File: src/rtl/core/n2dc_pkg.sv
// ----------------------------------------------------------------------------
// n2dc_pkg
// shared types and constants of the normalised 2-d valid convolution block
// ----------------------------------------------------------------------------
package n2dc_pkg;

	localparam int MaxImageWidth = 256;
	localparam int MaxFilterDim  = 8;
	localparam int TapDepth      = MaxFilterDim * MaxFilterDim;
	localparam int RowDepth      = MaxFilterDim * MaxImageWidth;
	localparam int TapAw         = $clog2(TapDepth);
	localparam int RowAw         = $clog2(RowDepth);
	localparam int ColW          = $clog2(MaxImageWidth);
	localparam int FdW           = $clog2(MaxFilterDim);
	localparam int AccW          = 38;
	localparam int NumW          = 40;
	localparam int SumW          = 22;

	localparam logic [1:0] StOk  = 2'd0;
	localparam logic [1:0] StSat = 2'd1;
	localparam logic [1:0] StBig = 2'd2;

	localparam logic [1:0] RegImgW = 2'd0;
	localparam logic [1:0] RegImgH = 2'd1;
	localparam logic [1:0] RegFltW = 2'd2;
	localparam logic [1:0] RegFltH = 2'd3;

	typedef enum logic [2:0] {
		S_IDLE,
		S_MAC_RD,
		S_MAC,
		S_DIV_START,
		S_DIV,
		S_OUT
	} seq_state_t;

	// divider handshake
	typedef struct packed {
		logic start;
		logic busy;
		logic done;
	} div_ctl_t;

endpackage

File: src/rtl/core/n2dc_div.sv
// ----------------------------------------------------------------------------
// n2dc_div
// radix-2 restoring divider, signed, quotient truncated toward zero
// ----------------------------------------------------------------------------
module n2dc_div
	import n2dc_pkg::*;
(
	input  logic                   clk,
	input  logic                   arst_n,
	input  logic                   start,
	input  logic signed [NumW-1:0] num,
	input  logic signed [SumW-1:0] den,
	output div_ctl_t               ctl,
	output logic signed [NumW-1:0] quo
);

	localparam int CntW = $clog2(NumW + 1);

	logic [NumW-1:0] q_q;
	logic [SumW:0]   rem_q;
	logic [SumW-1:0] dmag_q;
	logic            neg_q;
	logic [CntW-1:0] cnt_q;
	logic            busy_q;
	logic            done_q;

	logic [SumW:0] trial;
	logic [SumW:0] shifted;

	assign shifted = {rem_q[SumW-1:0], q_q[NumW-1]};
	assign trial   = shifted - {1'b0, dmag_q};

	always_ff @(posedge clk or negedge arst_n) begin
		if (!arst_n) begin
			busy_q <= 1'b0;
			done_q <= 1'b0;
			cnt_q  <= '0;
		end else begin
			done_q <= 1'b0;
			if (start) begin
				busy_q <= 1'b1;
				cnt_q  <= CntW'(NumW);
			end else if (busy_q) begin
				cnt_q <= cnt_q - 1'b1;
				if (cnt_q == CntW'(1)) begin
					busy_q <= 1'b0;
					done_q <= 1'b1;
				end
			end
		end
	end

	always_ff @(posedge clk) begin
		if (start) begin
			q_q    <= num[NumW-1] ? NumW'(-num) : num;
			dmag_q <= den[SumW-1] ? SumW'(-den) : den;
			neg_q  <= num[NumW-1] ^ den[SumW-1];
			rem_q  <= '0;
		end else if (busy_q) begin
			if (!trial[SumW]) begin
				rem_q <= trial;
				q_q   <= {q_q[NumW-2:0], 1'b1};
			end else begin
				rem_q <= shifted;
				q_q   <= {q_q[NumW-2:0], 1'b0};
			end
		end
	end

	assign quo       = neg_q ? -$signed(q_q) : $signed(q_q);
	assign ctl.start = start;
	assign ctl.busy  = busy_q;
	assign ctl.done  = done_q;

endmodule

File: config.mk
export PLATFORM = sky130hd
export DESIGN_NAME = n2dc_div
export DESIGN_NICKNAME = d
export VERILOG_FILES = /design/src/rtl/core/n2dc_pkg.sv /design/src/rtl/core/n2dc_div.sv
export SDC_FILE = /design/constraint.sdc
export NUM_CORES = 1
export LEC_CHECK = 0
export BUFFER_PORTS_ARGS = -buffer_cell sky130_fd_sc_hd__buf_2
export CORE_MARGIN = 2
export CORE_UTILIZATION = 45
export CTS_BUF_LIST = sky130_fd_sc_hd__clkbuf_8
export DETAILED_ROUTE_END_ITERATION = 6
export PLACE_DENSITY = 0.64
export SETUP_SLACK_MARGIN = 0.02
export SYNTH_ARGS = -nofsm -noshare
export SYNTH_HDL_FRONTEND = slang
export SYNTH_SLANG_ARGS = --single-unit
File: constraint.sdc
create_clock -name clk -period 4.2 [get_ports clk]
set_input_delay 0.84 -clock clk [delete_from_list [all_inputs] [get_ports clk]]
set_output_delay 0.84 -clock clk [all_outputs]
set_load 0.03 [all_outputs]
Yosys cells after proc, flatten, opt, wreduce, memory -nomap -nowiden
Cells that the tools add are included.
W data, S select, Z words.
{"block": "classes", "eq_ne": 1, "mul": 0, "div_mod_pow": 0, "n_addsub": 5, "n_reduce_logical": 1, "magnitude_cmp": 0, "n_mux": 15, "n_shift": 0, "n_bitwise": 1}
{"operator": "$mux W40", "n": 4}
{"operator": "$neg A40 Y40", "n": 2}
{"operator": "$sub A23 B22 Y23", "n": 1}
{"operator": "$mux W22", "n": 1}
{"operator": "$neg A22 Y22", "n": 1}
{"operator": "$mux W21", "n": 1}
{"operator": "$mux W6", "n": 2}
{"operator": "$mux W1", "n": 7}
{"operator": "$eq A6 B1 Y1 const B", "n": 1}
{"operator": "$sub A6 B1 Y6 const B", "n": 1}
{"operator": "$reduce_bool A2 Y1", "n": 1}
{"operator": "$xor A1 B1 Y1", "n": 1}
{"block": "totals", "mem_bits_rw": 0, "latchBits": 0, "romBits": 0, "reg_bits": 93, "out_inout_bits": 43, "n_memories": 0, "input_bits": 65}

Depth between registers and ports, before layout
Gate-level depths: netlist of run 1.
{"block": "depth", "word_depth": 4, "depth_mapped": 12}

Worst setup path before layout of run 1
No wires, ideal clock.
{"block": "synth_path", "kind": "reg-to-output", "start": "register q_q[5]", "end": "output port quo[32]", "stages_incl_launch_ff": 8, "path_buffers": 0, "t_arrival_ns": 2.723, "slack_ns": 0.637, "cell_sequence": "edfxtp_1 or4_1 nor4_2 nand3_1 nand3b_1 o31ai_1 nand2_1 xor2_1"}
{"block": "synth_between", "elab_chain_len": 2}
{"item": "from (decl)", "line_no": "n2dc_div.sv:19", "source": "logic [NumW-1:0] q_q;"}
{"item": "from (signal assigned)", "line_no": "n2dc_div.sv:55", "source": "q_q <= num[NumW-1] ? NumW'(-num) : num;"}
{"item": "from (signal assigned)", "line_no": "n2dc_div.sv:62", "source": "q_q <= {q_q[NumW-2:0], 1'b1};"}
{"item": "from (signal assigned)", "line_no": "n2dc_div.sv:65", "source": "q_q <= {q_q[NumW-2:0], 1'b0};"}
{"item": "$neg A40 Y40", "line_no": "n2dc_div.sv:70", "source": "assign quo = neg_q ? -$signed(q_q) : $signed(q_q);"}
{"item": "$mux W40", "line_no": "n2dc_div.sv:70"}
{"item": "to (decl)", "line_no": "n2dc_div.sv:14", "source": "output logic signed [NumW-1:0] quo"}
No other way between the ends.

Final worst setup path of run 1
{"block": "layout_path", "start": "register q_q[6]", "end": "output port quo[33]"}
Same word-level chain as after synthesis.

==> results of run 1 <==
layer usage:
metal / up-vias / track usage (%) / routed length [µm] / part of all wire, %
li1: 3076 / - / - / -
met1: 2754 / 28.7 / 7920 / 49
met2: 185 / 31.7 / 7120 / 44
met3: 21 / 2.21 / 726 / 4.5
met4: 0 / 7.56 / 317 / 2.0
met5: - / 0 / 0 / 0
power groups by stage:
| stage | sequential (mW) | combinational (mW) | clock, mW |
|---|---|---|---|
| global route | 1.39 | 1.94 | 0.726 |
| floorplan | 1.30 | 1.37 | 0 |
| global placement | 1.37 | 1.72 | 0 |
| CTS | 1.36 | 1.74 | 0.692 |
| finish | 1.36 | 1.74 | 0.675 |
| detailed placement | 1.38 | 1.74 | 0 |
state kept, by name, indices dropped and copies added, names as in the netlist:
signal  count
dmag_q     22
rem_q      22
done_q      1
neg_q       1
busy_q      1
cnt_q       6
q_q        40
timing repair:
item                                    4_1_cts  5_1_grt
buffers inserted                              0        0
endpoints found under the setup margin        0        6
hold buffers                                  0        0
gates resized for setup                       0        3
metrics by stage:
step / setup slack [ns] / power, mW / utilization [%] / hold slack (ns) / area, µm²
floorplan: 0.637 / 2.67 / - / 0.452 / 6930
global placement: 0.547 / 3.09 / 50.2 / 0.493 / 7600
detailed placement: 0.497 / 3.11 / 50.2 / 0.497 / 7600
CTS: 0.0660 / 3.79 / 51.6 / 0.272 / 7820
global route: -0.0103 / 4.06 / 51.8 / 0.282 / 7840
finish: 0.232 / 3.78 / 51.8 / 0.284 / 7840
area by class of cell:
class | instances | area (µm²) | share of cell area [%]
Timing Repair Buffer | 116 | 606 | 7.72
Inverter | 42 | 158 | 2.01
Sequential cell | 93 | 2530 | 32.3
Multi-Input combinational cell | 622 | 4090 | 52.2
Tap cell | 188 | 235 | 3.00
Clock inverter | 6 | 80.1 | 1.02
Clock buffer | 10 | 138 | 1.75
how the worst min path moves through the flow:
| stage | startpoint | to | slack (ns) | cells past startpoint |
|---|---|---|---|---|
| final | arst_n | done_q | 0.28 | 1 |
| after CTS | arst_n | cnt_q[1] | 0.27 | 1 |
| after global placement | rem_q[18] | rem_q[18] | 0.49 | 2 |
| after floorplan | rem_q[18] | rem_q[18] | 0.45 | 2 |
| after detailed placement | rem_q[4] | rem_q[5] | 0.50 | 2 |
| after global routing | arst_n | cnt_q[4] | 0.28 | 1 |
cells in the final DEF, fill, tap and decap left out, types with 22 or more instances in the layout:
cell	netlist	layout
inv_1	41	43
nand2_1	71	71
a21oi_1	65	65
edfxtp_1	63	63
nand3_1	25	25
dfxtp_1	22	22
xor2_1	49	49
o31ai_1	35	34
buf_2	3	106
o21ai_0	39	39
nor2_1	80	80
ha_1	27	27
xnor2_1	65	65
logic make-up after synthesis:
logic type	count (synthesis)
buf+inv	82
fa+ha+maj	28
mux	3
flops	93
compound gates	217
simple gates	260
xor+xnor	114
==> results.json, run 1 <==
{
  "drt_iter0_drc": 409,
  "drive_gt1_share_pct": 16.5,
  "tightest_slew_ns": 0.929,
  "critPathCaptureType": "primary output",
  "coreArea_um2": 15100,
  "synth-seq-cells": 93,
  "wl_per_cell_um": 14.9,
  "yosys.cell_types.count": 64,
  "async_flop_share_pct": 8.60,
  "seq_power_share_pct": 36.1,
  "synth_nets": 890,
  "hp-class": "primary input to async pin",
  "crit_path_max_fanout": 4,
  "synthAdderAreaFrac_pct": 5.16,
  "grt_start_max_net_pins": 55,
  "grt_usage_pct": 20.2,
  "start_util_pct": 45.8,
  "fp-row-count": 45,
  "synth_edf_count": 63,
  "hpwl_um": 12200,
  "cpPeakStageDelay_ns": 0.65,
  "dieArea_um2": 16400,
  "fmaxAchievable_ghz": 0.252,
  "synth_area_leaders": "edfxtp_1, xnor2_1, dfxtp_1",
  "report.final.slew_viol_count": 0,
  "syn_to_final_growth_pct": 13.1,
  "skew_ns": 0.0161,
  "clkPwrFrac_pct": 17.8,
  "root_buffer": "clkbuf_8",
  "yosysMostFrequentCell": "nor2_1",
  "synth_xor_area_share_pct": 14.4,
  "crit_type": "flip-flop to primary output",
  "grt-ovfl-total": 0,
  "grt_pass1_wl_um": 26700,
  "switchingPower_mw": 1.58,
  "critical_path_buf_inv_count": 1,
  "swShare_pct": 41.7,
  "crit_family": "simple AND/OR/NAND/NOR gates",
  "crit_end": "quo[33]",
  "maxCapViolations": 0,
  "cts.sinks": 93,
  "max-slew-margin-rel_pct": 38.0,
  "power.density_nw_per_um2": 483,
  "synthCells": 797,
  "placed_cells": 1061,
  "cp.required_ns": 3.36,
  "netlist_top_cells_count": "nor2_1, nand2_1, a21oi_1, xnor2_1, edfxtp_1",
  "clk_path_buf_depth": 2,
  "nNetsFinal": 977,
  "cts_tree": "done",
  "setup_tns_ns": 0,
  "cts-buffers-inserted": 9,
  "crit-reg2reg-launch": "q_q[39]",
  "wirelength_um": 16100,
  "leakage_nw": 3.12,
  "htreeDepth": 3,
  "irDropWorstVdd_mv": 0.188,
  "crit_chain": "or4_1, nor4_4, nand2_1, nor3_1, nand3_1, o41ai_1, xnor2_1, buf_2",
  "comb_power_share_pct": 46.1,
  "startpoint": "q_q[6]",
  "final_cells": 1077,
  "cp.arrival_ns": 3.13,
  "yosys_warnings": 0,
  "antenna_cells": 0,
  "drc": 0,
  "synth-simple-area-share_pct": 18.0,
  "vias": 6036,
  "portBuffers": 107,
  "design.portCount": 108,
  "muxShareOfSynthArea_pct": 0.433,
  "first_pass_iters": 5,
  "ff2ff_path_depth": 12,
  "finalCriticalPeriod_ns": 3.97,
  "r2r-end": "rem_q[9]",
  "die_x_um": 128,
  "worstSkewPairLatency_ns": 0.38,
  "gp_congestion": 0.887,
  "synth-main-ff-cell": "edfxtp_1",
  "synth_top_area_share_pct": 27.3,
  "clk_pin_slew_ns": 0.09,
  "n_fill_cell": 1450,
  "grt_pass1_vias": 5496,
  "synth.avg_cell_area_um2": 8.70,
  "synth_top_family_by_area": "compound AO/OA/AOI/OAI gates",
  "synth_compound_area_share_pct": 20.7,
  "setup_viol": 0,
  "start_kind": "flip-flop",
  "fin_crit_sh_pct": 94.5,
  "r2r_slack_ns": 0.67,
  "die_h_um": 128,
  "yosysTopAreaCell": "edfxtp_1",
  "via_per_inst": 5.60,
  "grt_antenna_before_repair": 0,
  "p_int_mw": 2.21,
  "yosysSeqAreaShare_pct": 36.5,
  "ant_nets": 0,
  "netlist_area_um2": 6930,
  "path_depth": 8,
  "finalHoldViolCount": 0,
  "cpMaxStageDelayCell": "or4_1",
  "outcome": "complete, no violations"
}
Note: power is estimated with default switching activity, not from simulation.
==> run 2, diff against run 1 <==
Settings changed: CTS_BUF_LIST sky130_fd_sc_hd__clkbuf_8 to sky130_fd_sc_hd__clkbuf_16, SETUP_SLACK_MARGIN 0.02 to 0.4.
Clock period 4.2 ns to 4.5 ns, I/O delays scaled along.
==> results.json, run 2 (synthesized netlist as in run 1, its figures left out) <==
{
  "final_cell_mix": "buf_2, nor2_1, nand2_1, a21oi_1, xnor2_1",
  "r2r-end": "rem_q[9]",
  "whs_ns": 0.376,
  "ant_nets": 0,
  "cts_tree": "done",
  "clkPwrFrac_pct": 22.2,
  "antenna_cells": 0,
  "report.final.slew_viol_count": 0,
  "cp.required_ns": 3.60,
  "gp_congestion": 0.834,
  "ff2ff_path_depth": 12,
  "grt_antenna_before_repair": 0,
  "rsz0062_at_grt": "true",
  "fmaxAchievable_ghz": 0.250,
  "worstSkewPairLatency_ns": 0.35,
  "finalCriticalPeriod_ns": 4.00,
  "cts-buffers-inserted": 9,
  "place_ws_ns": 0.642,
  "mostFrequentLayoutCell": "buf_2",
  "p_int_mw": 2.23,
  "drc": 0,
  "grt_pass1_wl_um": 26600,
  "crit-reg2reg-launch": "q_q[39]",
  "n_fill_cell": 1425,
  "fin_util_pct": 52.5,
  "top_regs": "q_q: 40 flops, dmag_q: 22 flops, rem_q: 22 flops",
  "setup_tns_ns": 0,
  "swShare_pct": 40.1,
  "drt_iter0_drc": 381,
  "htreeDepth": 3,
  "crit_end": "quo[26]",
  "total_power_mw": 3.72,
  "drive_gt1_share_pct": 16.5,
  "final_cells": 1075,
  "cpPeakStageDelay_ns": 0.63,
  "grt_usage_pct": 20.1,
  "clk_pin_slew_ns": 0.07,
  "comb_power_share_pct": 43.6,
  "nNetsFinal": 975,
  "fp-row-count": 45,
  "die_h_um": 128,
  "max-slew-margin-rel_pct": 19.5,
  "grt-ovfl-total": 0,
  "finalHoldViolCount": 0,
  "portBuffers": 107,
  "skew_ns": 0.00811,
  "die_x_um": 128,
  "cp.arrival_ns": 3.10,
  "crit_chain": "or4_1, nor4_4, nand3_1, nand3b_1, buf_4, o31ai_1, xnor2_1, buf_2",
  "root_buffer": "clkbuf_16",
  "coreArea_um2": 15100,
  "startpoint": "q_q[5]",
  "crit_type": "flip-flop to primary output",
  "placed_cells": 1058,
  "place_area_um2": 7580,
  "syn_to_final_growth_pct": 14.6,
  "holdBufCountCts": 0,
  "cts.sinks": 93,
  "switchingPower_mw": 1.49,
  "crit_path_max_fanout": 5,
  "dieArea_um2": 16400,
  "largest_reg_flops": 40,
  "outcome": "complete, no violations",
  "hp-class": "primary input to async pin",
  "clk_path_buf_depth": 2,
  "seq_power_share_pct": 34.2,
  "r2r_slack_ns": 0.97,
  "tightest_slew_ns": 1.21,
  "stdcell_area_um2": 7950,
  "start_util_pct": 45.8,
  "power.density_nw_per_um2": 468,
  "irDropWorstVdd_mv": 0.262,
  "fin_crit_sh_pct": 88.9,
  "grt_pass1_vias": 5464,
  "via_per_inst": 5.55,
  "wl_per_cell_um": 14.9,
  "largest_register": "q_q",
  "cpMaxStageDelayCell": "or4_1",
  "first_pass_iters": 5,
  "maxCapViolations": 0,
  "grt_start_max_net_pins": 54,
  "vias": 5965,
  "hpwl_um": 11900,
  "design.portCount": 108,
  "setup_viol": 0,
  "wirelength_um": 16000,
  "leakage_nw": 3.16,
  "start_kind": "flip-flop",
  "fin_ws_ns": 0.501,
  "critPathCaptureType": "primary output"
}
-- run 2: layout make-up --
type	count	area, µm²	area share (%)
Clock buffer	11	275	3.46
Tap cell	188	235	2.96
Clock inverter	5	47.5	0.598
Timing Repair Buffer	114	591	7.43
Sequential cell	93	2530	31.9
Multi-Input combinational cell	622	4110	51.7
Inverter	42	158	1.98
-- run 2: worst min-delay path by stage --
stage          startpoint         to  slack (ns)  depth (start not counted)
5_1_grt            arst_n     done_q        0.38                          1
6_report           arst_n     busy_q        0.38                          1
4_1_cts            arst_n     done_q        0.37                          1
3_5_place_dp     rem_q[4]   rem_q[5]        0.49                          2
2_1_floorplan   rem_q[18]  rem_q[18]        0.45                          2
3_3_place_gp     rem_q[4]   rem_q[5]        0.49                          2
-- run 2: timing repair --
action | 4_1_cts | 5_1_grt
cloned | 0 | 0
setup endpoints to repair | 3 | 8
setup buffers | 0 | 1
gates resized for setup | 2 | 3
-- run 2: power by group through the flow --
| stage | combinational, mW | clock (mW) | sequential, mW |
|---|---|---|---|
| detailed placement | 1.61 | 0 | 1.28 |
| CTS | 1.62 | 0.843 | 1.27 |
| floorplan | 1.28 | 0 | 1.22 |
| finish | 1.62 | 0.825 | 1.27 |
| global placement | 1.60 | 0 | 1.29 |
| global route | 1.81 | 0.878 | 1.30 |
-- run 2: critical path, delay by kind of cell (launching register included) --
family	cells	cell delay, ns
AOI/OAI and AO/OA	1	0.23
DFF	1	0.44
xor gates and xnor gates	1	0.15
buffers and inverters	2	0.45
and+or+nand+nor	4	1.48
-- run 2: metal layers --
metal / track usage (%) / wire length [µm] / vias to the layer above
met2: 32.9 / 7030 / 154
met5: 0 / 0 / -
met3: 2.46 / 700 / 14
met4: 6.66 / 242 / 0
met1: 27.8 / 8060 / 2714
li1: - / - / 3083
==> run 3, diff against run 2 <==
Settings changed: CTS_BUF_LIST sky130_fd_sc_hd__clkbuf_16 to unset, CTS_CLUSTER_DIAMETER set to 80.
==> results.json, run 3 (synthesized netlist as in run 1, its figures left out) <==
{
  "crit_type": "flip-flop to primary output",
  "crit_chain": "or4_1, nor4_4, nand3_1, nand3b_1, buf_4, o31ai_1, xnor2_1, buf_2",
  "hpwl_um": 11900,
  "fp-row-count": 45,
  "clk_pin_slew_ns": 0.07,
  "leakage_nw": 3.15,
  "dieArea_um2": 16400,
  "setup_tns_ns": 0,
  "outcome": "complete, no violations",
  "cp.arrival_ns": 3.10,
  "cts_tree": "done",
  "worstSkewPairLatency_ns": 0.35,
  "vias": 5955,
  "startpoint": "q_q[5]",
  "crit_end": "quo[26]",
  "drt_iter0_drc": 382,
  "cpPeakStageDelay_ns": 0.63,
  "clk_path_buf_depth": 2,
  "first_pass_iters": 6,
  "skew_ns": 0.00682,
  "root_buffer": "clkbuf_16",
  "r2r_slack_ns": 0.97,
  "grt-ovfl-total": 0,
  "finalCriticalPeriod_ns": 4.00,
  "maxCapViolations": 0,
  "grt_pass1_vias": 5466,
  "wl_per_cell_um": 14.9,
  "irDropWorstVdd_mv": 0.263,
  "top_regs": "q_q: 40 flops, dmag_q: 22 flops, rem_q: 22 flops",
  "die_h_um": 128,
  "rsz0062_at_grt": "true",
  "mostFrequentLayoutCell": "buf_2",
  "via_per_inst": 5.54,
  "grt_pass1_wl_um": 26600,
  "gp_congestion": 0.834,
  "grt_start_max_net_pins": 54,
  "critPathCaptureType": "primary output",
  "ant_nets": 0,
  "tightest_slew_ns": 1.21,
  "setup_viol": 0,
  "largest_register": "q_q",
  "finalHoldViolCount": 0,
  "nNetsFinal": 975,
  "grt_usage_pct": 20.1,
  "drc": 0,
  "wirelength_um": 16000,
  "start_kind": "flip-flop",
  "antenna_cells": 0,
  "cts-buffers-inserted": 9,
  "portBuffers": 107,
  "fin_crit_sh_pct": 88.8,
  "die_x_um": 128,
  "placed_cells": 1058,
  "crit-reg2reg-launch": "q_q[39]",
  "ff2ff_path_depth": 12,
  "hp-class": "primary input to async pin",
  "fmaxAchievable_ghz": 0.250,
  "syn_to_final_growth_pct": 14.6,
  "r2r-end": "rem_q[9]",
  "final_cell_mix": "buf_2, nor2_1, nand2_1, a21oi_1, xnor2_1",
  "htreeDepth": 3,
  "power.density_nw_per_um2": 469,
  "cts.sinks": 93,
  "start_util_pct": 45.8,
  "coreArea_um2": 15100,
  "crit_path_max_fanout": 5,
  "grt_antenna_before_repair": 0,
  "cpMaxStageDelayCell": "or4_1",
  "total_power_mw": 3.73,
  "report.final.slew_viol_count": 0,
  "design.portCount": 108,
  "drive_gt1_share_pct": 16.5,
  "cp.required_ns": 3.60,
  "final_cells": 1075,
  "max-slew-margin-rel_pct": 19.3,
  "largest_reg_flops": 40
}
run 3: metrics by stage:
stage	hold slack [ns]	setup slack, ns	utilization (%)	area, µm²
after floorplan	0.452	0.877	-	6930
after global placement	0.491	0.724	50.1	7580
after detailed placement	0.490	0.642	50.1	7580
after CTS	0.372	0.485	52.3	7920
after global routing	0.382	0.306	52.5	7950
final	0.376	0.504	52.5	7950
run 3: worst min-delay path by stage:
stage	cells past startpoint	endpoint	slack, ns
final	1	busy_q	0.38
after global routing	1	done_q	0.38
after CTS	1	done_q	0.37
after detailed placement	2	rem_q[5]	0.49
after global placement	2	rem_q[5]	0.49
after floorplan	2	rem_q[18]	0.45
run 3: power breakdown:
part	switching (mW)	total, mW	internal (mW)
sequential	0.179	1.27	1.09
combinational	0.982	1.62	0.642
clock	0.331	0.828	0.497
run 3: cell type report:
class / instances / area, µm²
Clock buffer: 13 / 283
Clock inverter: 3 / 40.0
Fill cell: 1425 / 7200
Inverter: 42 / 158
Multi-Input combinational cell: 622 / 4110
Sequential cell: 93 / 2530
Tap cell: 188 / 235
Timing Repair Buffer: 114 / 591
run 3: layer usage:
layer,vias up,share of wire (%),global-route usage (%)
met5,-,0,0
met4,0,1.5,6.66
met3,14,4.6,2.46
met2,150,44,32.9
met1,2709,50,27.8
li1,3082,-,-
run 3: what timing repair did:
action,CTS,global route
gates resized for setup,2,3
buffers inserted,0,1
hold buffers,0,0
setup endpoints to repair,3,8
endpoints found under the hold margin,0,0
run 3: critical path: cells and delay by family, from the launching register on:
| family | cells | cell delay, ns |
|---|---|---|
| buffers and inverters | 2 | 0.45 |
| DFF | 1 | 0.44 |
| AOI/OAI and AO/OA | 1 | 0.23 |
| and+or+nand+nor | 4 | 1.48 |
| xor gates and xnor gates | 1 | 0.15 |
